==> config.mk <==
export PLATFORM = sky130hd
export DESIGN_NAME = min_rank_hysteresis_rank_calc
export DESIGN_NICKNAME = d
export VERILOG_FILES = /design/src/hw/rtl/mrh_pkg.sv /design/src/hw/rtl/min_rank_hysteresis_rank_calc.sv
export SDC_FILE = /design/constraint.sdc
export NUM_CORES = 1
export LEC_CHECK = 0
export ABC_CLOCK_PERIOD_IN_PS = 13700
export BUFFER_PORTS_ARGS = -buffer_cell sky130_fd_sc_hd__buf_2
export CAP_MARGIN = 20
export CELL_PAD_IN_SITES_DETAIL_PLACEMENT = 0
export CELL_PAD_IN_SITES_GLOBAL_PLACEMENT = 1
export CORE_MARGIN = 2
export CORE_UTILIZATION = 30
export CTS_BUF_LIST = sky130_fd_sc_hd__clkbuf_8
export DETAILED_ROUTE_END_ITERATION = 8
export PLACE_DENSITY_LB_ADDON = 0.1
export SYNTH_ARGS = -nofsm -noshare
export SYNTH_HDL_FRONTEND = slang
export SYNTH_SLANG_ARGS = --single-unit
==> constraint.sdc <==
create_clock -name aclk -period 13.7 [get_ports aclk]
set_input_delay 2.055 -clock aclk [delete_from_list [all_inputs] [get_ports aclk]]
set_output_delay 2.055 -clock aclk [all_outputs]
set_load 0.02 [all_outputs]
==> src/hw/rtl/mrh_pkg.sv <==
// shared types and constants for the min-rank-with-hysteresis rank calculator
`default_nettype none

package mrh_pkg;

    // sequencer states
    typedef enum logic [2:0] {
        ST_IDLE,
        ST_EVAL,
        ST_DIV,
        ST_MUL,
        ST_OUT
    } mrh_state_t;

    // register indexes on the configuration port
    typedef enum logic [2:0] {
        REG_METRIC_MODE      = 3'd0,
        REG_MIN_HOP_INCREASE = 3'd1,
        REG_MAX_LINK_METRIC  = 3'd2,
        REG_MAX_PATH_COST    = 3'd3,
        REG_SWITCH_THRESHOLD = 3'd4,
        REG_PARENT_SET_LIMIT = 3'd5,
        REG_ETX_UNIT         = 3'd6
    } mrh_reg_idx_t;

    // link metric sources
    localparam logic [1:0] MODE_ETX = 2'd0;
    localparam logic [1:0] MODE_LQI = 2'd1;

    localparam int unsigned RANK_W  = 16;
    localparam int unsigned LQI_W   = 8;
    localparam int unsigned LIMIT_W = 8;
    localparam int unsigned QUOT_W  = 8;
    localparam int unsigned DIV_CNT_W = $clog2(RANK_W);

    localparam logic [LQI_W-1:0]  LQI_BEST      = 8'hFF;
    localparam logic [1:0]        LQI_SLOPE     = 2'd3;
    localparam logic [RANK_W-1:0] RANK_INFINITE = 16'hFFFF;
    localparam logic [QUOT_W-1:0] QUOT_ALL_ONES = 8'hFF;

    // register reset values
    localparam logic [1:0]         RST_METRIC_MODE      = 2'd0;
    localparam logic [RANK_W-1:0]  RST_MIN_HOP_INCREASE = 16'd256;
    localparam logic [RANK_W-1:0]  RST_MAX_LINK_METRIC  = 16'd512;
    localparam logic [RANK_W-1:0]  RST_MAX_PATH_COST    = 16'd32768;
    localparam logic [RANK_W-1:0]  RST_SWITCH_THRESHOLD = 16'd192;
    localparam logic [LIMIT_W-1:0] RST_PARENT_SET_LIMIT = 8'd3;
    localparam logic [RANK_W-1:0]  RST_ETX_UNIT         = 16'd128;

endpackage

`default_nettype wire

==> src/hw/rtl/min_rank_hysteresis_rank_calc.sv <==
// Min-rank-with-hysteresis rank calculator: parent entries in, one node rank per parent set out.
//
// The s_ channel carries one parent entry per word, preferred parent first; s_tlast marks the final
// entry of the set. The m_ channel delivers one rank word for each set, on the word that came
// with s_tlast. The user must write registers over the APB-style port while idle; nothing checks it.
//
// Each entry passes from the wait state through evaluation, and through the division state too
// when it enters the rounding maximum, since the rank-by-hop-increase quotient comes out of a
// restoring divider that resolves one quotient bit per cycle. The last entry of a set then
// goes through the hop-increase multiply and the output load. s_tready is high only while the
// sequencer waits for a word.
//
// The result sits in an output register; the next word can be accepted while it waits. If
// the receiver still holds m_tready low when the next result is finished, the sequencer waits
// with that result and takes no new word until the register frees up.
//
// Reset (aresetn low, synchronous) returns all configuration registers to their reset values,
// clears the parent set in progress and drops m_tvalid.
`default_nettype none

module min_rank_hysteresis_rank_calc
    import mrh_pkg::*;
(
    input  wire logic        aclk,
    input  wire logic        aresetn,

    input  wire logic        s_tvalid,
    output logic             s_tready,
    input  wire logic [39:0] s_tdata,   // [15:0] parent_rank, [31:16] link_etx, [39:32] link_quality
    input  wire logic        s_tuser,   // [0] stats_present
    input  wire logic        s_tlast,   // last_entry

    output logic             m_tvalid,
    input  wire logic        m_tready,
    output logic [15:0]      m_tdata,   // [15:0] rank
    output logic             m_tuser,   // [0] no_preferred_stats

    input  wire logic        psel,
    input  wire logic        penable,
    input  wire logic        pwrite,
    input  wire logic [4:0]  paddr,
    input  wire logic [31:0] pwdata,
    output logic [31:0]      prdata,
    output logic             pready
);

    // configuration registers
    logic [1:0]         metric_mode_reg;
    logic [RANK_W-1:0]  min_hop_increase_reg;
    logic [RANK_W-1:0]  max_link_metric_reg;
    logic [RANK_W-1:0]  max_path_cost_reg;
    logic [RANK_W-1:0]  switch_threshold_reg;
    logic [LIMIT_W-1:0] parent_set_limit_reg;
    logic [RANK_W-1:0]  etx_unit_reg;

    // captured entry
    logic [RANK_W-1:0] prank_reg;
    logic [RANK_W-1:0] etx_reg;
    logic [LQI_W-1:0]  lqi_reg;
    logic              stats_reg;
    logic              last_reg;

    // parent set state
    logic               awaiting_first_reg;
    logic [RANK_W-1:0]  preferred_cost_reg;
    logic               preferred_missing_reg;
    logic [QUOT_W-1:0]  max_quotient_reg;
    logic [LIMIT_W-1:0] entries_seen_reg;
    logic               scan_stopped_reg;

    // divider and multiplier
    logic [RANK_W-1:0]    rem_reg;
    logic [RANK_W-1:0]    dvd_reg;
    logic [DIV_CNT_W-1:0] div_cnt_reg;
    logic [RANK_W-1:0]    prod_reg;

    // output register
    logic              m_valid_reg;
    logic [RANK_W-1:0] m_rank_reg;
    logic              m_nps_reg;

    mrh_state_t state_reg, state_next;

    logic cfg_write;
    logic [2:0] cfg_idx;

    logic [9:0]        lqi_term;
    logic [RANK_W-1:0] metric;
    logic [RANK_W-1:0] cost;
    logic [RANK_W-1:0] pref_eff;
    logic [RANK_W:0]   cost_limit;
    logic              scan_active;
    logic              entry_ok;
    logic              hop_zero;
    logic              need_div;

    logic [RANK_W:0]   div_shift;
    logic              div_ge;
    logic [RANK_W:0]   div_diff;
    logic [QUOT_W-1:0] div_quot;

    logic [QUOT_W:0]   round_mul;
    logic [RANK_W-1:0] result_rank;
    logic              out_free;
    logic              out_load;

    // ------------------------------------------------------------------
    // configuration port
    // ------------------------------------------------------------------
    assign pready    = 1'b1;
    assign cfg_write = psel && penable && pwrite;
    assign cfg_idx   = paddr[4:2];

    always_comb begin
        case (cfg_idx)
            REG_METRIC_MODE:      prdata = {30'd0, metric_mode_reg};
            REG_MIN_HOP_INCREASE: prdata = {16'd0, min_hop_increase_reg};
            REG_MAX_LINK_METRIC:  prdata = {16'd0, max_link_metric_reg};
            REG_MAX_PATH_COST:    prdata = {16'd0, max_path_cost_reg};
            REG_SWITCH_THRESHOLD: prdata = {16'd0, switch_threshold_reg};
            REG_PARENT_SET_LIMIT: prdata = {24'd0, parent_set_limit_reg};
            REG_ETX_UNIT:         prdata = {16'd0, etx_unit_reg};
            default:              prdata = 32'd0;
        endcase
    end

    always_ff @(posedge aclk) begin
        if (!aresetn) begin
            metric_mode_reg      <= RST_METRIC_MODE;
            min_hop_increase_reg <= RST_MIN_HOP_INCREASE;
            max_link_metric_reg  <= RST_MAX_LINK_METRIC;
            max_path_cost_reg    <= RST_MAX_PATH_COST;
            switch_threshold_reg <= RST_SWITCH_THRESHOLD;
            parent_set_limit_reg <= RST_PARENT_SET_LIMIT;
            etx_unit_reg         <= RST_ETX_UNIT;
        end else if (cfg_write) begin
            case (cfg_idx)
                REG_METRIC_MODE:      metric_mode_reg      <= pwdata[1:0];
                REG_MIN_HOP_INCREASE: min_hop_increase_reg <= pwdata[15:0];
                REG_MAX_LINK_METRIC:  max_link_metric_reg  <= pwdata[15:0];
                REG_MAX_PATH_COST:    max_path_cost_reg    <= pwdata[15:0];
                REG_SWITCH_THRESHOLD: switch_threshold_reg <= pwdata[15:0];
                REG_PARENT_SET_LIMIT: parent_set_limit_reg <= pwdata[7:0];
                REG_ETX_UNIT:         etx_unit_reg         <= pwdata[15:0];
                default: ;
            endcase
        end
    end

    // ------------------------------------------------------------------
    // entry evaluation
    // ------------------------------------------------------------------
    assign lqi_term = 10'(LQI_SLOPE) * {2'b00, (LQI_BEST - lqi_reg)};

    always_comb begin
        if (!stats_reg) begin
            metric = max_path_cost_reg;
        end else begin
            case (metric_mode_reg)
                MODE_ETX: metric = etx_reg;
                MODE_LQI: metric = {6'd0, lqi_term} + etx_unit_reg;
                default:  metric = max_path_cost_reg;
            endcase
        end
    end

    assign cost        = prank_reg + metric;
    // the first entry of a set sets the preferred cost in the same step
    assign pref_eff    = (awaiting_first_reg && stats_reg) ? cost : preferred_cost_reg;
    assign cost_limit  = {1'b0, pref_eff} + {1'b0, switch_threshold_reg};
    assign scan_active = !scan_stopped_reg && (entries_seen_reg < parent_set_limit_reg);
    assign entry_ok    = stats_reg && (metric < max_link_metric_reg)
                         && (cost < max_path_cost_reg) && ({1'b0, cost} <= cost_limit);
    assign hop_zero    = (min_hop_increase_reg == '0);
    assign need_div    = scan_active && entry_ok && !hop_zero;

    // restoring divider, one quotient bit per cycle; quotient bits shift into dvd_reg
    assign div_shift = {rem_reg, dvd_reg[RANK_W-1]};
    assign div_ge    = (div_shift >= {1'b0, min_hop_increase_reg});
    assign div_diff  = div_shift - {1'b0, min_hop_increase_reg};
    assign div_quot  = {dvd_reg[QUOT_W-2:0], div_ge};

    // result
    assign round_mul   = {1'b0, max_quotient_reg} + 9'd1;
    assign result_rank = preferred_missing_reg ? RANK_INFINITE
                       : ((preferred_cost_reg > prod_reg) ? preferred_cost_reg : prod_reg);
    assign out_free    = !m_valid_reg || m_tready;
    assign out_load    = (state_reg == ST_OUT) && out_free;

    // ------------------------------------------------------------------
    // sequencer
    // ------------------------------------------------------------------
    always_comb begin
        state_next = state_reg;
        case (state_reg)
            ST_IDLE: begin
                if (s_tvalid) state_next = ST_EVAL;
            end
            ST_EVAL: begin
                if (need_div)      state_next = ST_DIV;
                else if (last_reg) state_next = ST_MUL;
                else               state_next = ST_IDLE;
            end
            ST_DIV: begin
                if (div_cnt_reg == '0) state_next = last_reg ? ST_MUL : ST_IDLE;
            end
            ST_MUL: state_next = ST_OUT;
            ST_OUT: begin
                if (out_free) state_next = ST_IDLE;
            end
            default: state_next = ST_IDLE;
        endcase
    end

    always_comb begin
        s_tready = (state_reg == ST_IDLE);
    end

    always_ff @(posedge aclk) begin
        if (!aresetn) state_reg <= ST_IDLE;
        else          state_reg <= state_next;
    end

    // captured entry and arithmetic payload
    always_ff @(posedge aclk) begin
        if (s_tvalid && s_tready) begin
            prank_reg <= s_tdata[15:0];
            etx_reg   <= s_tdata[31:16];
            lqi_reg   <= s_tdata[39:32];
            stats_reg <= s_tuser;
            last_reg  <= s_tlast;
        end
        if (state_reg == ST_EVAL) begin
            rem_reg     <= '0;
            dvd_reg     <= prank_reg;
            div_cnt_reg <= DIV_CNT_W'(RANK_W - 1);
        end else if (state_reg == ST_DIV) begin
            rem_reg     <= div_ge ? div_diff[RANK_W-1:0] : div_shift[RANK_W-1:0];
            dvd_reg     <= {dvd_reg[RANK_W-2:0], div_ge};
            div_cnt_reg <= div_cnt_reg - 1'b1;
        end
        if (state_reg == ST_MUL) begin
            prod_reg <= RANK_W'(min_hop_increase_reg * round_mul);
        end
    end

    // parent set state
    always_ff @(posedge aclk) begin
        if (!aresetn || out_load) begin
            awaiting_first_reg    <= 1'b1;
            preferred_cost_reg    <= '0;
            preferred_missing_reg <= 1'b0;
            max_quotient_reg      <= '0;
            entries_seen_reg      <= '0;
            scan_stopped_reg      <= 1'b0;
        end else if (state_reg == ST_EVAL) begin
            awaiting_first_reg <= 1'b0;
            if (awaiting_first_reg) begin
                if (stats_reg) preferred_cost_reg    <= cost;
                else           preferred_missing_reg <= 1'b1;
            end
            if (scan_active) begin
                if (entry_ok) begin
                    entries_seen_reg <= entries_seen_reg + 1'b1;
                    if (hop_zero) max_quotient_reg <= QUOT_ALL_ONES;
                end else begin
                    scan_stopped_reg <= 1'b1;
                end
            end
        end else if (state_reg == ST_DIV && div_cnt_reg == '0) begin
            if (div_quot > max_quotient_reg) max_quotient_reg <= div_quot;
        end
    end

    // output register
    always_ff @(posedge aclk) begin
        if (!aresetn) begin
            m_valid_reg <= 1'b0;
        end else if (out_load) begin
            m_valid_reg <= 1'b1;
        end else if (m_tready) begin
            m_valid_reg <= 1'b0;
        end
        if (out_load) begin
            m_rank_reg <= result_rank;
            m_nps_reg  <= preferred_missing_reg;
        end
    end

    assign m_tvalid = m_valid_reg;
    assign m_tdata  = m_rank_reg;
    assign m_tuser  = m_nps_reg;

    // ------------------------------------------------------------------
    // assertions
    // ------------------------------------------------------------------
    a_accept_to_eval: assert property (@(posedge aclk) disable iff (!aresetn)
        (s_tvalid && s_tready) |=> (state_reg == ST_EVAL))
        else $error("accepted word did not start evaluation");

    a_missing_has_no_cost: assert property (@(posedge aclk) disable iff (!aresetn)
        preferred_missing_reg |-> (preferred_cost_reg == '0))
        else $error("preferred cost set for a parent without statistics");

    a_out_loads: assert property (@(posedge aclk) disable iff (!aresetn)
        (state_reg == ST_OUT && !m_valid_reg) |=> (m_tvalid && state_reg == ST_IDLE))
        else $error("finished result not loaded into free output register");

    a_div_exit: assert property (@(posedge aclk) disable iff (!aresetn)
        (state_reg == ST_DIV && div_cnt_reg == '0)
            |=> (state_reg == ST_MUL || state_reg == ST_IDLE))
        else $error("divider overran its bit count");

    a_stopped_no_count: assert property (@(posedge aclk) disable iff (!aresetn)
        (scan_stopped_reg && state_reg == ST_EVAL) |=> $stable(entries_seen_reg))
        else $error("entry counted after the scan stopped");

endmodule

`default_nettype wire

==> results of run 1 <==
through the flow:
| stage | worst slack (ps) | hold WS [ps] | total power [mW] | utilization [%] |
|---|---|---|---|---|
| after floorplan | 6540 | 431 | 1.45 | - |
| after global placement | 4770 | 460 | 1.71 | 32.7 |
| after detailed placement | 4620 | 469 | 1.72 | 32.7 |
| after CTS | 4530 | 477 | 2.50 | 34.4 |
| after global routing | 3850 | 499 | 2.64 | 34.4 |
| final | 4630 | 477 | 2.47 | 34.4 |
worst max-delay path, delay by kind of cell (launching register included):
kind | cells | cell delay [ps]
compound gates | 14 | 3170
simple gates | 12 | 2470
fa+ha+maj | 5 | 1800
xor+xnor | 3 | 620
flops | 1 | 350
buf+inv | 2 | 320
mux | 1 | 240
logic make-up after synthesis:
kind of cell               after synthesis  synth area share, %
AOI/OAI and AO/OA                      406                 15.3
xor gates and xnor gates                86                 4.25
adders and majority gates              243                 20.3
buffers and inverters                  286                 6.42
DFF                                    240                 31.9
muxes                                   79                 4.71
other                                    2               0.0420
and+or+nand+nor                        681                 17.0
metal layers:
layer | vias up | track usage, % | wire length [microns]
met3 | 85 | 2.94 | 2460
met5 | - | 0 | 13
met1 | 6999 | 28.0 | 29400
li1 | 7122 | - | -
met2 | 292 | 31.6 | 26800
met4 | 2 | 5.34 | 1570
layout make-up:
| cell class | count | area share (%) |
|---|---|---|
| Tap cell | 773 | 4.77 |
| Sequential cell | 240 | 28.2 |
| Inverter | 186 | 3.44 |
| Clock inverter | 35 | 1.10 |
| Multi-Input combinational cell | 1512 | 54.7 |
| Clock buffer | 55 | 3.73 |
| Timing Repair Buffer | 141 | 4.07 |
| Antenna cell | 2 | 0.0247 |
where the power goes:
group | switching (mW) | internal [mW] | total [mW]
Combinational | 0.507 | 0.348 | 0.855
Clock | 0.351 | 0.408 | 0.759
Sequential | 0.0450 | 0.807 | 0.852
layout by cell type, fill, tap and decap left out, types with 11 or more instances in the layout:
master	count
fa_1	78
mux2_2	21
a31oi_1	11
nand2_1	375
a21o_1	30
o21a_1	18
xnor2_1	61
a21boi_0	78
a21oi_1	78
nand3_1	24
nand2b_1	33
dfxtp_1	149
xor2_1	24
buf_4	37
nor2_1	106
o21ai_0	80
buf_2	102
or3_1	11
ha_1	165
nand4_1	18
edfxtp_1	91
a211oi_1	15
nor2b_1	27
conb_1	17
and2_1	23
nor3_1	19
clkbuf_8	55
inv_1	205
mux2i_1	56
worst paths after layout:
path | from | cells after the start | end | slack [ps]
worst max-delay path | lqi_reg[1]$_DFFE_PP_ | 37 | max_quotient_reg[0]$_SDFFE_PP0P_ | 4630
worst min-delay path | scan_stopped_reg$_SDFFE_PP0P_ | 2 | scan_stopped_reg$_SDFFE_PP0P_ | 480
worst min register to register | scan_stopped_reg$_SDFFE_PP0P_ | 2 | scan_stopped_reg$_SDFFE_PP0P_ | 480
worst max register to register | lqi_reg[1]$_DFFE_PP_ | 37 | max_quotient_reg[0]$_SDFFE_PP0P_ | 4630
==> impl_metrics.csv, run 1 <==
group,metric,value,unit
status,run_status,"finished, final reports clean",
clock_network,cts_made_buffers,49,
sta,max_freq,110,MHz
worst_setup_path,cp-end-kind,"flip-flop",
clock_network,postCtsHoldBufs,0,
logic_synthesis,ys_types,79,
logic_synthesis,synthesis.instances,2023,
grt,grt.overflow.total,0,
floorplan,rows,89,
floorplan,die_h,248,microns
clock_network,cts_tree,"yes",
floorplan,start_util,30.3,%
clock_network,clock-sinks,240,
logic_synthesis,synth_seq_area_share,31.9,%
sta,timing.final.crit_share,66.2,%
floorplan,io_pins,138,
sta,timing.final.setup_violations,0,
routing,drt-initial-drc-count,750,
pwr,p_per_area,122,nW/um^2
worst_setup_path,path_max_fanout,10,
routing,avgRoutedWirePerCell,20.5,microns
sta,hold_violations,0,
routing,drc,0,
routing,drt_wl_total,60200,microns
sta,rsz0062_at_grt,"false",
floorplan,core-area,59000,sq um
clock_network,post_cts_resized,0,
worst_setup_path,critPathLaunchType,"flip-flop",
sta,worstMarginPinSlew,1140,ps
clock_network,clk_pin_slew,60,ps
clock_network,clk_latency,670,ps
logic_synthesis,synth_common_cells,"375 x nand2_1, 186 x inv_1, 165 x ha_1",
logic_synthesis,synth-edff-count,91,
grt,grt_pass1_wl,90600,microns
cells_and_area,syn_to_final_growth,13.4,%
sta,maxSlewHeadroom,23.8,%
grt,antenna_found_initial,3,
cells_and_area,instances_no_fill,2944,
clock_network,cts_setup_buffers,0,
clock_network,cts_root_buf,"clkbuf_8",
routing,vias_per_cell,4.93,
grt,grtUsageTotal,19.9,%
placed_design,place_area,19300,sq um
clock_network,h-tree-depth,2,
cells_and_area,multi_input_area,11100,sq um
run,max-cap-violations,0,
placed_design,port_buffers,102,
worst_setup_path,critPathMaxStageDelay,700,ps
cells_and_area,num-fill-cells,6208,
logic_synthesis,synthArstFlopShare,0,%
pwr,power_leakage,8.67,nW
cells_and_area,seq_area,5720,sq um
sta,report.final.slew_viol_count,0,
min_path,hp-class,"flip-flop to flip-flop",
logic_synthesis,synth_top_flop_cell,"dfxtp_1",
sta,layout_min_cycle_time,9070,ps
routing,first_pass_iters,5,
worst_setup_path,worst_path_max_delay_cell,"nor4_4",
grt,grt_max_degree,96,
logic_synthesis,synth_area_leaders,"dfxtp_1 17%, edfxtp_1 15%, ha_1 12%, fa_1 8.7%, nand2_1 7.9%",
worst_setup_path,critical_path_required,14300,ps
floorplan,die_area,61600,sq um
logic_synthesis,yosysTopAreaCellShare,16.7,%
sta,tns,0,ps
logic_synthesis,yosysMostFrequentCell,"nand2_1",
logic_synthesis,ys_warn_count,0,
sta,skew,44.2,ps
clock_network,clockBufferDepth,3,
placed_design,gp_congestion,0.839,
logic_synthesis,syn_avg_cell_area,8.84,sq um
cells_and_area,final_area,20300,sq um
worst_setup_path,arrival,9670,ps
logic_synthesis,synthesis.area,17900,sq um
routing,vias,14500,
routing,antenna_left,0,
placed_design,dp_hpwl,47300,microns
cells_and_area,fin_nets,2459,
pwr,ir_drop,0.0713,mV
logic_synthesis,synth_seq_cells,240,
grt,grt_pass1_vias,14400,
worst_setup_path,cp_common_cell,"ha_1",
floorplan,die_x,248,microns
logic_synthesis,synth_area_leader_cell,"dfxtp_1",
worst_setup_path,path_class,"flip-flop to flip-flop",
placed_design,dp_cells,2852,
cells_and_area,drive_gt1_share,12.1,%
Power figures use the tool's default switching activity.
==> run 2, diff against run 1 <==
Settings changed: ABC_AREA from default to 1, ABC_CLOCK_PERIOD_IN_PS 13700 to 8370.
Clock period 13.7 ns to 8.37 ns, I/O delays scaled along.
==> run 2 against run 1 <==
Effect of this change:
- worst hold slack got worse by 19 ps
- global-route usage rose by 0.87 points
- cell area shrank 2.7%
- via count is 3.5% higher
- sequential power grew 68%
- total power increased by 95%
- final cell count up 4.4%
- core utilization about the same
==> impl_metrics.csv, run 2 <==
group,metric,value,unit
status,run_status,"finished, final reports clean",
grt,grt_pass1_vias,14500,
routing,antenna_left,0,
sta,report.final.slew_viol_count,0,
sta,worstMarginPinSlew,894,ps
routing,drt_wl_total,62200,microns
placed_design,dp_cells,2982,
routing,wl_met1,30100,microns
pwr,p_per_area,244,nW/um^2
clock_network,post_cts_resized,0,
cells_and_area,fin_nets,2597,
logic_synthesis,synth-edff-count,91,
clock_network,cts_tree,"yes",
routing,vias,15000,
floorplan,die_h,244,microns
sta,max_freq,130,MHz
clock_network,cts_made_buffers,48,
sta,setup_ws,685,ps
clock_network,clk_latency,650,ps
cells_and_area,final_cell_mix,"352 x nand2_1, 340 x inv_1, 192 x nor2_1",
routing,first_pass_iters,5,
sta,skew,49.7,ps
routing,drt-initial-drc-count,943,
routing,avgRoutedWirePerCell,20.2,microns
sta,maxSlewHeadroom,40.4,%
grt,grt_max_degree,89,
logic_synthesis,syn_avg_cell_area,8.05,sq um
sta,layout_min_cycle_time,7690,ps
worst_setup_path,path_class,"flip-flop to flip-flop",
grt,grt_pass1_wl,92100,microns
floorplan,core-area,57500,sq um
sta,timing.final.setup_violations,0,
logic_synthesis,synth_top_flop_cell,"dfxtp_1",
routing,top_layer_used,"met4",
worst_setup_path,timing.critical_path.buf_inv,3,
placed_design,place_ws,556,ps
floorplan,die_area,59700,sq um
logic_synthesis,synth_area_leader_cell,"dfxtp_1",
grt,grt.overflow.total,0,
clock_network,postCtsHoldBufs,0,
clock_network,clk_pin_slew,60,ps
logic_synthesis,synth_common_cells,"352 x nand2_1, 326 x inv_1, 194 x nor2_1",
pwr,power_leakage,8.85,nW
cells_and_area,drive_gt1_share,10.2,%
floorplan,rows,88,
cells_and_area,instances_no_fill,3074,
routing,drc,0,
worst_setup_path,arrival,8220,ps
clock_network,clockBufferDepth,3,
floorplan,start_util,30.2,%
sta,tns,0,ps
logic_synthesis,synth_seq_area_share,33.0,%
clock_network,cts_setup_buffers,0,
worst_setup_path,critical_path_required,8910,ps
floorplan,io_pins,138,
worst_setup_path,path_max_fanout,11,
logic_synthesis,synth_area_leaders,"dfxtp_1 17%, edfxtp_1 16%, ha_1 12%, fa_1 9.0%, nand2_1 7.6%",
clock_network,h-tree-depth,2,
logic_synthesis,synthArstFlopShare,0,%
logic_synthesis,synthesis.instances,2155,
placed_design,port_buffers,102,
worst_setup_path,cp-end-kind,"flip-flop",
pwr,ir_drop,0.151,mV
logic_synthesis,synthesis.area,17300,sq um
logic_synthesis,yosysMostFrequentCell,"nand2_1",
clock_network,clock-sinks,240,
pwr,p_total,4.82,mW
sta,rsz0062_at_grt,"false",
grt,antenna_found_initial,2,
logic_synthesis,yosysTopAreaCellShare,17.2,%
worst_setup_path,worst_path_max_delay_cell,"o211ai_1",
clock_network,cts_root_buf,"clkbuf_8",
logic_synthesis,synth_seq_cells,240,
worst_setup_path,crit_family,"compound AO/OA/AOI/OAI gates",
min_path,hp-class,"flip-flop to flip-flop",
cells_and_area,syn_to_final_growth,13.8,%
sta,hold_violations,0,
run,max-cap-violations,0,
worst_setup_path,critPathLaunchType,"flip-flop",
sta,timing.final.crit_share,91.8,%
grt,grtUsageTotal,20.7,%
routing,wl_met2,27800,microns
placed_design,gp_congestion,0.872,
worst_setup_path,critPathMaxStageDelay,450,ps
placed_design,dp_hpwl,48600,microns
worst_setup_path,cp_common_cell,"nand2_1",
routing,wl_met3,3180,microns
routing,vias_per_cell,4.88,
logic_synthesis,ys_types,57,
floorplan,die_x,244,microns
cells_and_area,final_common_cell,"nand2_1",
logic_synthesis,ys_warn_count,0,
run 2: path summary, 6_finish.rpt:
check | end | slack, ps | cells past startpoint | from
max | max_quotient_reg[7]$_SDFFE_PP0P_ | 680 | 41 | lqi_reg[1]$_DFFE_PP_
min | m_tuser$_DFFE_PP_ | 460 | 0 | preferred_missing_reg$_SDFFE_PP0P_
max reg2reg | max_quotient_reg[7]$_SDFFE_PP0P_ | 680 | 41 | lqi_reg[1]$_DFFE_PP_
min reg2reg | m_tuser$_DFFE_PP_ | 460 | 0 | preferred_missing_reg$_SDFFE_PP0P_
run 2: area by class of cell:
cell class	instances	area (sq um)
Fill cell	6184	37700
Multi-Input combinational cell	1515	10100
Sequential cell	240	5720
Inverter	335	1260
Tap cell	765	957
Clock buffer	58	798
Timing Repair Buffer	128	711
Clock inverter	32	233
Antenna cell	1	2.50
run 2: worst register-to-register path: cells and delay by family, from the launching register on:
family / cells / cell delay, ps
AO/OA/AOI/OAI: 10 / 2190
adder cells (fa/ha/maj): 6 / 2060
AND/OR/NAND/NOR: 19 / 2020
XOR/XNOR: 3 / 710
buffers and inverters: 3 / 280
flip-flops: 1 / 360
run 2: kinds of logic (layout without fill, tap and decap cells):
logic type	after synthesis	after routing	share of synthesized area, %
xor gates and xnor gates	75	75	3.79
and+or+nand+nor	699	699	16.9
other	2	18	0.0433
buffers and inverters	415	553	9.46
DFF	240	240	33.0
AOI/OAI and AO/OA	481	481	16.0
adders and majority gates	243	243	20.9
run 2: per-stage QoR:
stage                     area, sq um  utilization [%]  hold slack [ps]
after global routing            19700             34.3              462
after CTS                       19700             34.3              454
after global placement          18700             32.5              428
final                           19700             34.3              458
after detailed placement        18700             32.5              430
after floorplan                 17400                -              416
run 2: layer usage:
metal / up-vias / GRT usage (%)
met5: - / 0
met4: 0 / 4.77
met3: 70 / 2.91
met2: 379 / 33.2
met1: 7179 / 29.5
li1: 7381 / -
run 2: where the power goes:
group          total (mW)  leakage [nW]  internal (mW)  switching [mW]
Sequential           1.43          2.06           1.36          0.0753
Clock                1.30         0.581          0.725           0.578
Combinational        2.08          6.21          0.730            1.35
Total                4.82          8.85           2.81            2.01
